<file path="src/rtl/ssfp_pkg.sv">
// Shared types and constants of the servo status frame parser.
package ssfp_pkg;

  localparam int unsigned CfgIdxW  = 3;
  localparam int unsigned CfgDataW = 8;

  localparam logic [CfgIdxW-1:0] CFG_FIRST_HEADER   = 3'd0;
  localparam logic [CfgIdxW-1:0] CFG_SECOND_HEADER  = 3'd1;
  localparam logic [CfgIdxW-1:0] CFG_HIGHEST_ID     = 3'd2;
  localparam logic [CfgIdxW-1:0] CFG_HIGHEST_STATUS = 3'd3;
  localparam logic [CfgIdxW-1:0] CFG_LONGEST_LENGTH = 3'd4;

  localparam logic [7:0] RstFirstHeader   = 8'd255;
  localparam logic [7:0] RstSecondHeader  = 8'd255;
  localparam logic [7:0] RstHighestId     = 8'd254;
  localparam logic [7:0] RstHighestStatus = 8'd130;
  localparam logic [5:0] RstLongestLength = 6'd33;

  localparam int unsigned IndexLimit = 31;
  localparam int unsigned LenOverhead = 2;
  localparam logic [5:0]  LenNoParams = 6'd2;
  localparam logic [5:0]  LenNextStep = 6'd3;

  typedef enum logic [1:0] {
    KIND_PARAM = 2'd0,
    KIND_GOOD  = 2'd1,
    KIND_BAD   = 2'd2
  } kind_e;

  typedef struct packed {
    logic load_id;
    logic load_len;
    logic load_status;
    logic load_param;
    logic rd_first;
    logic emit_param;
    logic emit_end;
    logic end_good;
  } ssfp_cmd_t;

  typedef struct packed {
    logic hdr1_hit;
    logic hdr2_hit;
    logic id_ok;
    logic len_ok;
    logic status_ok;
    logic has_params;
    logic params_done;
    logic sum_ok;
    logic last_param;
    logic out_free;
  } ssfp_status_t;

endpackage

</file>
<file path="src/rtl/ssfp_datapath.sv">
// Datapath: config registers, frame fields, checksum, parameter store, result register.
module ssfp_datapath import ssfp_pkg::*; #(
  parameter int unsigned MAX_PARAMS = 32
) (
  input  logic                clk_i,
  input  logic                rst_ni,
  input  logic                cfg_we_i,
  input  logic [CfgIdxW-1:0]  cfg_index_i,
  input  logic [CfgDataW-1:0] cfg_data_i,
  input  logic [7:0]          rx_byte_i,
  input  ssfp_cmd_t           cmd_i,
  output ssfp_status_t        status_o,
  input  logic                out_ready_i,
  output logic                out_valid_o,
  output logic [1:0]          kind_o,
  output logic [7:0]          servo_id_o,
  output logic [7:0]          status_byte_o,
  output logic [4:0]          param_index_o,
  output logic [7:0]          data_byte_o,
  output logic                last_o
);

  localparam int unsigned StoreCnt   = (MAX_PARAMS < IndexLimit) ? MAX_PARAMS : IndexLimit;
  localparam int unsigned AddrW      = (StoreCnt > 1) ? $clog2(StoreCnt) : 1;
  localparam int unsigned StoreDepth = 1 << AddrW;
  localparam logic [7:0]  LenCap     = 8'(StoreCnt + LenOverhead);

  logic [7:0] first_header_q, second_header_q, highest_id_q, highest_status_q;
  logic [5:0] longest_length_q;

  logic [7:0] frame_id_q, frame_status_q, sum_q;
  logic [5:0] frame_len_q;
  logic [4:0] seen_q, rd_idx_q, rd_next;

  logic [7:0] store_q [StoreDepth];
  logic [7:0] rdata_q;

  logic       out_valid_q, last_q;
  kind_e      kind_q;
  logic [7:0] id_out_q, status_out_q, data_q;
  logic [4:0] idx_q;

  always_ff @(posedge clk_i or negedge rst_ni) begin
    if (!rst_ni) begin
      first_header_q   <= RstFirstHeader;
      second_header_q  <= RstSecondHeader;
      highest_id_q     <= RstHighestId;
      highest_status_q <= RstHighestStatus;
      longest_length_q <= RstLongestLength;
    end else if (cfg_we_i) begin
      case (cfg_index_i)
        CFG_FIRST_HEADER:   first_header_q   <= cfg_data_i;
        CFG_SECOND_HEADER:  second_header_q  <= cfg_data_i;
        CFG_HIGHEST_ID:     highest_id_q     <= cfg_data_i;
        CFG_HIGHEST_STATUS: highest_status_q <= cfg_data_i;
        CFG_LONGEST_LENGTH: longest_length_q <= cfg_data_i[5:0];
        default: ;
      endcase
    end
  end

  always_ff @(posedge clk_i or negedge rst_ni) begin
    if (!rst_ni) begin
      frame_id_q     <= '0;
      frame_len_q    <= '0;
      frame_status_q <= '0;
      seen_q         <= '0;
      sum_q          <= '0;
      rd_idx_q       <= '0;
    end else begin
      if (cmd_i.load_id) begin
        frame_id_q <= rx_byte_i;
        sum_q      <= rx_byte_i;
      end else if (cmd_i.load_len) begin
        frame_len_q <= rx_byte_i[5:0];
        sum_q       <= sum_q + rx_byte_i;
      end else if (cmd_i.load_status) begin
        frame_status_q <= rx_byte_i;
        sum_q          <= sum_q + rx_byte_i;
        seen_q         <= '0;
      end else if (cmd_i.load_param) begin
        sum_q  <= sum_q + rx_byte_i;
        seen_q <= seen_q + 5'd1;
      end
      if (cmd_i.rd_first) begin
        rd_idx_q <= '0;
      end else if (cmd_i.emit_param) begin
        rd_idx_q <= rd_next;
      end
    end
  end

  assign rd_next = rd_idx_q + 5'd1;

  always_ff @(posedge clk_i) begin
    if (cmd_i.load_param) begin
      store_q[seen_q[AddrW-1:0]] <= rx_byte_i;
    end
    if (cmd_i.rd_first) begin
      rdata_q <= store_q[AddrW'(0)];
    end else if (cmd_i.emit_param) begin
      rdata_q <= store_q[rd_next[AddrW-1:0]];
    end
  end

  always_ff @(posedge clk_i or negedge rst_ni) begin
    if (!rst_ni) begin
      out_valid_q <= 1'b0;
    end else if (cmd_i.emit_param || cmd_i.emit_end) begin
      out_valid_q <= 1'b1;
    end else if (out_ready_i) begin
      out_valid_q <= 1'b0;
    end
  end

  always_ff @(posedge clk_i) begin
    if (cmd_i.emit_param) begin
      kind_q       <= KIND_PARAM;
      id_out_q     <= frame_id_q;
      status_out_q <= frame_status_q;
      idx_q        <= rd_idx_q;
      data_q       <= rdata_q;
      last_q       <= 1'b0;
    end else if (cmd_i.emit_end) begin
      kind_q       <= cmd_i.end_good ? KIND_GOOD : KIND_BAD;
      id_out_q     <= frame_id_q;
      status_out_q <= frame_status_q;
      idx_q        <= '0;
      data_q       <= '0;
      last_q       <= 1'b1;
    end
  end

  always_comb begin
    status_o.hdr1_hit    = (rx_byte_i == first_header_q);
    status_o.hdr2_hit    = (rx_byte_i == second_header_q);
    status_o.id_ok       = (rx_byte_i <= highest_id_q);
    status_o.len_ok      = (rx_byte_i >= 8'(LenOverhead)) &&
                           (rx_byte_i <= {2'b00, longest_length_q}) &&
                           (rx_byte_i <= LenCap);
    status_o.status_ok   = (rx_byte_i <= highest_status_q);
    status_o.has_params  = (frame_len_q > LenNoParams);
    status_o.params_done = (({1'b0, seen_q} + LenNextStep) >= frame_len_q);
    status_o.sum_ok      = (rx_byte_i == ~sum_q);
    status_o.last_param  = (({1'b0, rd_idx_q} + LenNextStep) == frame_len_q);
    status_o.out_free    = !out_valid_q || out_ready_i;
  end

  assign out_valid_o   = out_valid_q;
  assign kind_o        = kind_q;
  assign servo_id_o    = id_out_q;
  assign status_byte_o = status_out_q;
  assign param_index_o = idx_q;
  assign data_byte_o   = data_q;
  assign last_o        = last_q;

endmodule

</file>
<file path="src/rtl/ssfp_ctrl.sv">
// Controller: frame parse state machine and result drain sequencing.
module ssfp_ctrl import ssfp_pkg::*; (
  input  logic         clk_i,
  input  logic         rst_ni,
  input  logic         in_valid_i,
  output logic         in_ready_o,
  input  ssfp_status_t status_i,
  output ssfp_cmd_t    cmd_o
);

  typedef enum logic [3:0] {
    S_HDR1,
    S_HDR2,
    S_ID,
    S_LEN,
    S_STATUS,
    S_PARAMS,
    S_CHECK,
    S_READ,
    S_DRAIN,
    S_END
  } ctrl_state_e;

  ctrl_state_e state_q, state_d;
  logic        end_good_q, end_good_d;
  logic        fire;

  always_comb begin
    case (state_q)
      S_HDR1, S_HDR2, S_ID, S_LEN, S_STATUS, S_PARAMS, S_CHECK: in_ready_o = 1'b1;
      default: in_ready_o = 1'b0;
    endcase
  end

  assign fire = in_valid_i && in_ready_o;

  always_comb begin
    state_d    = state_q;
    end_good_d = end_good_q;
    cmd_o      = '0;
    cmd_o.end_good = end_good_q;
    case (state_q)
      S_HDR1: begin
        if (fire) state_d = status_i.hdr1_hit ? S_HDR2 : S_HDR1;
      end
      S_HDR2: begin
        if (fire) state_d = status_i.hdr2_hit ? S_ID : S_HDR1;
      end
      S_ID: begin
        if (fire) begin
          cmd_o.load_id = status_i.id_ok;
          state_d       = status_i.id_ok ? S_LEN : S_HDR1;
        end
      end
      S_LEN: begin
        if (fire) begin
          cmd_o.load_len = status_i.len_ok;
          state_d        = status_i.len_ok ? S_STATUS : S_HDR1;
        end
      end
      S_STATUS: begin
        if (fire) begin
          cmd_o.load_status = status_i.status_ok;
          if (!status_i.status_ok) state_d = S_HDR1;
          else if (status_i.has_params) state_d = S_PARAMS;
          else state_d = S_CHECK;
        end
      end
      S_PARAMS: begin
        if (fire) begin
          cmd_o.load_param = 1'b1;
          if (status_i.params_done) state_d = S_CHECK;
        end
      end
      S_CHECK: begin
        if (fire) begin
          end_good_d = status_i.sum_ok;
          state_d    = (status_i.sum_ok && status_i.has_params) ? S_READ : S_END;
        end
      end
      S_READ: begin
        cmd_o.rd_first = 1'b1;
        state_d        = S_DRAIN;
      end
      S_DRAIN: begin
        if (status_i.out_free) begin
          cmd_o.emit_param = 1'b1;
          if (status_i.last_param) state_d = S_END;
        end
      end
      S_END: begin
        if (status_i.out_free) begin
          cmd_o.emit_end = 1'b1;
          state_d        = S_HDR1;
        end
      end
      default: state_d = S_HDR1;
    endcase
  end

  always_ff @(posedge clk_i or negedge rst_ni) begin
    if (!rst_ni) begin
      state_q    <= S_HDR1;
      end_good_q <= 1'b0;
    end else begin
      state_q    <= state_d;
      end_good_q <= end_good_d;
    end
  end

endmodule

</file>
<file path="src/rtl/servo_status_frame_parser_top.sv">
// Servo status frame parser: takes one received byte per transaction and reports frame results.
// Input is ready in every cycle while the parser hunts headers and collects a frame. After the
// checksum byte the input stalls while results go out through a single output register: a bad
// checksum, or a good frame without parameters, gives only the final result; a good frame with
// parameters first primes the single store read port with one read, then emits each parameter
// in order, then the final result. Each result waits while the consumer holds out_ready_i low.
// Failed header, id, length or status checks drop the frame silently and resume header hunting.
// Configuration writes take effect at the next clock edge.
module servo_status_frame_parser_top import ssfp_pkg::*; #(
  parameter int unsigned MAX_PARAMS = 32
) (
  input  logic                clk_i,
  input  logic                rst_ni,
  input  logic                cfg_we_i,
  input  logic [CfgIdxW-1:0]  cfg_index_i,
  input  logic [CfgDataW-1:0] cfg_data_i,
  input  logic                in_valid_i,
  output logic                in_ready_o,
  input  logic [7:0]          rx_byte_i,
  output logic                out_valid_o,
  input  logic                out_ready_i,
  output logic [1:0]          kind_o,
  output logic [7:0]          servo_id_o,
  output logic [7:0]          status_byte_o,
  output logic [4:0]          param_index_o,
  output logic [7:0]          data_byte_o,
  output logic                last_o
);

  ssfp_cmd_t    cmd;
  ssfp_status_t status;

  ssfp_ctrl u_ctrl (
    .clk_i      (clk_i),
    .rst_ni     (rst_ni),
    .in_valid_i (in_valid_i),
    .in_ready_o (in_ready_o),
    .status_i   (status),
    .cmd_o      (cmd)
  );

  ssfp_datapath #(
    .MAX_PARAMS (MAX_PARAMS)
  ) u_datapath (
    .clk_i         (clk_i),
    .rst_ni        (rst_ni),
    .cfg_we_i      (cfg_we_i),
    .cfg_index_i   (cfg_index_i),
    .cfg_data_i    (cfg_data_i),
    .rx_byte_i     (rx_byte_i),
    .cmd_i         (cmd),
    .status_o      (status),
    .out_ready_i   (out_ready_i),
    .out_valid_o   (out_valid_o),
    .kind_o        (kind_o),
    .servo_id_o    (servo_id_o),
    .status_byte_o (status_byte_o),
    .param_index_o (param_index_o),
    .data_byte_o   (data_byte_o),
    .last_o        (last_o)
  );

endmodule

</file>
<file path="config.mk">
export PLATFORM = sky130hd
export DESIGN_NAME = servo_status_frame_parser_top
export DESIGN_NICKNAME = d
export VERILOG_FILES = /design/src/rtl/ssfp_pkg.sv /design/src/rtl/ssfp_datapath.sv /design/src/rtl/ssfp_ctrl.sv /design/src/rtl/servo_status_frame_parser_top.sv
export SDC_FILE = /design/constraint.sdc
export NUM_CORES = 1
export LEC_CHECK = 0
export BUFFER_PORTS_ARGS = -buffer_cell sky130_fd_sc_hd__buf_2
export CORE_UTILIZATION = 62
export CTS_CLUSTER_SIZE = 24
export DETAILED_ROUTE_END_ITERATION = 10
export PLACE_DENSITY = 0.79
export SLEW_MARGIN = 20
export SYNTH_ARGS = -nofsm -noshare
export SYNTH_HDL_FRONTEND = slang
export SYNTH_SLANG_ARGS = --single-unit
</file>
<file path="constraint.sdc">
create_clock -name clk_i -period 4.25 [get_ports clk_i]
set_clock_uncertainty 0.1 [all_clocks]
set_input_delay 0.425 -clock clk_i [delete_from_list [all_inputs] [get_ports clk_i]]
set_output_delay 0.425 -clock clk_i [all_outputs]
set_load 0.03 [all_outputs]
</file>
== Yosys cells after proc, flatten, opt, wreduce, memory -nomap -nowiden ==
Memory sizes are Yosys's and may differ from the RTL's.
Index checks and enable logic that the tools add are counted.

* Add/sub/neg operators: 5
* Reductions and logical operators: 25
* Multiplexer cells: 55
* Bitwise logic cells: 3
* Equal/unequal tests: 28
* Order comparisons: 7

{| class="wikitable"
|+ Operator list
! operator !! count
|-
| $mux W8 || 12
|-
| $mux W4 || 12
|-
| $pmux W4 S10 || 1
|-
| $mux W5 || 6
|-
| $eq A8 B8 Y1 || 3
|-
| $mux W1 || 18
|-
| $eq A4 B3 Y1 const B || 4
|-
| $le A8 B8 Y1 || 2
|-
| $ne A2 B1 Y1 const B || 7
|-
| $reduce_and A2 Y1 || 7
|-
| $add A5 B2 Y6 const B || 2
|-
| $reduce_and A11 Y1 || 1
|-
| $add A5 B1 Y5 const B || 2
|-
| $add A8 B8 Y8 || 1
|-
| $eq A4 B2 Y1 const B || 2
|-
| $eq A4 B4 Y1 const B || 2
|-
| $ge A8 B2 Y1 const B || 1
|-
| $le A8 B6 Y1 || 1
|-
| $le A8 B6 Y1 const B || 1
|-
| $mux W2 || 4
|-
| $ne A2 B2 Y1 const B || 4
|-
| $not A8 Y8 || 1
|-
| $reduce_bool A2 Y1 || 4
|-
| $reduce_or A7 Y1 || 1
|-
| 16 further kinds || 24
|}

* Memories: 1
* RAM bits: 256
* Word-level logic and storage cells: 145
* Register bits: 124

{| class="wikitable"
|+ Memory list
! memory !! depth !! bits a word !! rd ports !! clocked after Yosys merged registers in !! write ports !! line !! source
|-
| u_datapath.store_q || 32 || 8 || 2 || 0 || 1 || ssfp_datapath.sv:35 || <nowiki>logic [7:0] store_q [StoreDepth];</nowiki>
|}

== Logic depth before layout (Yosys ltp) ==
* Depth in word-level cells: 10
* Depth in mapped cells: 12
* Gate-level depth less buffers: 11

== By module ==
A second synthesis with hierarchy kept.

* Cells, all modules: 1088
* Area, all modules: 16652.2 um2

{| class="wikitable"
|+ Modules (own cells, without submodules)
! module !! instances !! area an instance (um2) !! cells an instance
|-
| ssfp_datapath || 1 || 16120.5 || 1021
|-
| ssfp_ctrl || 1 || 531.8 || 67
|}

== Worst setup path before layout ==
OpenSTA, ideal clock, no wires.

* Path type: reg2reg
* From: reg u_datapath.rd_idx_q[0]
* To: reg u_datapath.rdata_q[0], data pin
* Setup slack: 1.255 ns
* Cell stages (with the launch flop): 12
* Library setup time: 0.270 ns
* Arrival: 2.625 ns
* Required time: 3.880 ns
* Cell sequence: dfrtp_1 buf_6 buf_12 buf_12 inv_1 ha_1 buf_2 clkbuf_1 mux4_2 mux4_2 mux2i_1 a21oi_1

* Cells in the longest elaborated chain, start to end: 4

{| class="wikitable"
|+ Ends and longest elaborated chain
! what !! line !! source
|-
| start: declaration || ssfp_datapath.sv:33 || <nowiki>logic [4:0] seen_q, rd_idx_q, rd_next;</nowiki>
|-
| start signal: assignment || ssfp_datapath.sv:88 || <nowiki>rd_idx_q <= rd_next;</nowiki>
|-
| $add A5 B1 Y5 || ssfp_datapath.sv:93 || <nowiki>assign rd_next = rd_idx_q + 5'd1;</nowiki>
|-
| $mem_v2 Z32 W8 || -- ||
|-
| $mux W8 || ssfp_datapath.sv:101 || <nowiki>end else if (cmd_i.emit_param) begin</nowiki>
|-
| $mux W8 || ssfp_datapath.sv:99 || <nowiki>if (cmd_i.rd_first) begin</nowiki>
|-
| end signal: assignment || ssfp_datapath.sv:100 || <nowiki>rdata_q <= store_q[AddrW'(0)];</nowiki>
|-
| end signal: assignment || ssfp_datapath.sv:102 || <nowiki>rdata_q <= store_q[rd_next[AddrW-1:0]];</nowiki>
|-
| end: declaration || ssfp_datapath.sv:36 || <nowiki>logic [7:0] rdata_q;</nowiki>
|}

Every way passes these cells. The select of a mux whose other input is x is not followed.
A chain may end at the register's enable or synchronous reset.

== Final worst setup path ==
* From: reg u_datapath.rd_idx_q[1]
* To: reg u_datapath.rdata_q[7], data pin

The elaborated chain is that of the path after synthesis.

==> results.md <==
- Outcome: finished, final reports clean
- Peak Freq: roughly 320 MHz
- CP startpoint kind: flop
- Async SR Flop Fraction: 0.221
- Setup_tns: 0 ns
- Worst skew pair latency: around 0.52 ns
- Number of global-route vias before repair: between 8000 and 9000
- Post-synthesis sequential area ratio: 0.671
- Drt pass-1 iters: 5
- Minimum clock period: between 3 and 4 ns
- CTS clk-pin slew, worst paths: around 0.060 ns
- # IOs: 58
- Die height: ~160 um
- Sw Ratio: 0.281
- Max reg flops: 256
- Peak VDD IR: 0.395 mV
- Initial antenna violation count: 0
- P_int: around 7800 uW
- Synthesized flop and latch total: 380
- Max H-tree Level: 2
- # setup viols final: 0
- Final period util: 0.733
- Post-DP HPWL: roughly 22000 um
- Post-Synthesis Cell Area: around 0.016 mm^2
- Final Wtd Congestion: roughly 0.84
- CP cell instances: inv_1, ha_2, buf_12, mux4_2, mux4_2, mux2i_1, a21oi_1
- Slew @ Worst Pin: approximately 1 ns
- Num CTS Buffers: 38
- Max incr delay on CP: 0.77 ns
- Synth cell types: 66
- # DRC: 0
- P_leak: between 0.006 and 0.007 uW
- Most frequent cell on the critical path: mux4_2
- Grt total ovfl: 0
- FF+latch area: around 0.011 mm^2
- Post-Syn Area per Cell: approximately 17 um^2
- Die footprint: 0.0271 mm^2
- DRT Wirelength: ~35000 um
- RSZ-0062 raised after global routing: no
- Clk network pwr share: 0.319
- Gr busiest metal: met2
- Synth area leader: edfxtp_1
- Largest net degree at the start of global routing: 71
- Comb power frac: 0.249
- MaxCap Viol Count: 0
- Hold_ws: 0.0857 ns
- ANT nets after route: 0
- Arrival time at the worst endpoint: around 3.3 ns
- Row count: 59
- Pwr dens: 592 mW/mm^2
- Worst path slowest cell: ha_2
- Diodes inserted: 0
- Slew headroom: 0.330
- Resize count post-CTS: 0
- Synthesis-to-layout area growth: 12.2%
- Final hold vios: 0
- Fillers: 1638
- Synthesized instance count: just under 1000
- CP max FO: 26
- Synth top area cells: edfxtp_1 54%, mux4_2 11%, dfrtp_1 8.7%
- Area share of the largest cell type after synthesis: 0.537
- Min-Delay Path Class: in -> reg
- Routed vias/inst: between 6 and 7
- Net Count, Synth: roughly 1100
- Final net count: 1133
- Sequential fraction of design power: 0.432
- CP endpoint kind: flop
- Clock tree buffer depth: 3
- GRT Overall Usage: 0.271
- Met2 Use GR: 0.432
- Met3 Use GR: 0.0437
- Share of cells above drive strength 1: 0.281
- Switch Pwr: 3060 uW
- WP data required: roughly 4.4 ns
- DRT iter0 DRCs: roughly 1000
- Commonest register cell after synthesis: edfxtp_1
- Die X: 165 um
- WS Path Type: reg -> reg
- Max Slew Vio Count: 0
- Number of port buffers: 57
- Number of flops mapped to enable cells by yosys: roughly 300
- Multi-input gate area: ~0.005 mm^2
- Clock tree from TritonCTS: built
- Global routing met1 resource utilization: 0.389
- CTS sink cnt: 380
- YS warnings: 0
- Core ar.: between 0.02 and 0.03 mm^2
- Starting Density: 0.630
- Routed vias: 8913
- First-pass GRT wire length: 53000 um
- Clock root buffer: clkbuf_16
- WL per Instance: ~24 um
## placed cells by master, fill, tap and decap left out, types with 7 or more instances in the layout
cell type,synthesis,layout
mux2_2,40,40
inv_1,42,42
clkinv_2,0,8
edfxtp_1,293,293
bufinv_16,0,7
o21ai_0,33,33
dfrtp_1,57,56
buf_2,14,56
nand2_1,50,50
nor2_1,68,67
nor4_1,7,7
ha_1,42,41
mux2i_1,17,17
dfstp_2,27,27
mux4_2,80,80
clkbuf_16,0,39
and2_1,13,13
xnor2_1,16,16
a21oi_1,33,33
xor2_1,20,19
nand3_1,14,14
nand4_1,10,10
buf_4,2,19
## stage by stage
stage | setup WS [ns] | utilization | instance area, um^2 | total power [uW] | instances
floorplan | 1.25 | - | 16400 | 6750 | 991
global placement | 1.21 | 0.657 | 17100 | 7390 | 1360
detailed placement | 1.08 | 0.657 | 17100 | 7470 | 1360
CTS | 1.11 | 0.707 | 18400 | 11000 | 1428
global route | 1.02 | 0.708 | 18400 | 11300 | 1428
finish | 1.14 | 0.708 | 18400 | 10900 | 1428
## synth_stat cells, drive strengths merged, types with 4 or more instances
cell,count
nor4,8
nand2,50
o211ai,5
ha,42
o2111ai,4
dfrtp,57
clkbuf,25
a21oi,33
xnor2,18
inv,42
o21ai,36
buf,19
edfxtp,293
mux2i,17
mux2,43
or2,4
dfstp,27
nand2b,4
nor2,70
nand3b,4
and2,13
nand4,10
nand3,14
nor2b,6
a211oi,5
mux4,80
xor2,20
## critical path: cells and delay by family (launching register included)
kind	cells	cell delay [ns]
flip-flops	1	0.43
adder cells (fa/ha/maj)	1	0.77
buffers and inverters	2	0.37
AO/OA/AOI/OAI	1	0.09
multiplexers	3	1.07
## what timing repair did
| action | in CTS | in global routing |
|---|---|---|
| endpoints found under the hold margin | 47 | 0 |
| hold buffers | 1 | 0 |
| buffers inserted | 0 | 0 |
## worst paths after layout
kind,start,end,slack [ns],depth (start not counted)
worst min register to register,u_datapath.frame_status_q[4],u_datapath.status_byte_o[4],0.34,0
max in group asynchronous,rst_ni,u_datapath.first_header_q[5],2.72,3
worst max register to register,u_datapath.rd_idx_q[1],u_datapath.rdata_q[7],1.14,7
min in group asynchronous,rst_ni,u_datapath.frame_id_q[1],0.38,2
worst max-delay path,u_datapath.rd_idx_q[1],u_datapath.rdata_q[7],1.14,7
worst min-delay path,cfg_data_i[7],u_datapath.highest_id_q[7],0.09,3
## per-layer routing
metal	vias up	wire, um
met5	-	0
met4	0	887
met3	66	2030
met2	331	17100
met1	4560	14800
li1	3956	-
## cell type report
| type | count | area share |
|---|---|---|
| Sequential cell | 380 | 0.598 |
| Multi-Input combinational cell | 525 | 0.273 |
| Clock buffer | 43 | 0.0544 |
| Timing Repair Buffer | 79 | 0.0268 |
| Tap cell | 335 | 0.0228 |
| Clock inverter | 24 | 0.0164 |
| Inverter | 42 | 0.00857 |
## power groups by stage
stage | Combinational, uW | Sequential [uW] | Clock [uW]
2_1_floorplan | 2000 | 4750 | 0
3_3_place_gp | 2630 | 4760 | 0
3_5_place_dp | 2700 | 4770 | 0
4_1_cts | 2730 | 4700 | 3530
5_1_grt | 2940 | 4740 | 3670
6_report | 2710 | 4700 | 3480
## cells by family (layout without fill, tap and decap cells)
| group | after synthesis | in the layout | synth area share |
|---|---|---|---|
| DFF | 380 | 380 | 0.671 |
| and+or+nand+nor | 196 | 196 | 0.0591 |
| muxes | 140 | 140 | 0.150 |
| AOI/OAI and AO/OA | 108 | 108 | 0.0416 |
| buffers and inverters | 86 | 188 | 0.0237 |
| adders and majority gates | 43 | 43 | 0.0333 |
| xor gates and xnor gates | 38 | 38 | 0.0212 |
(Power assumes the default switching activity.)
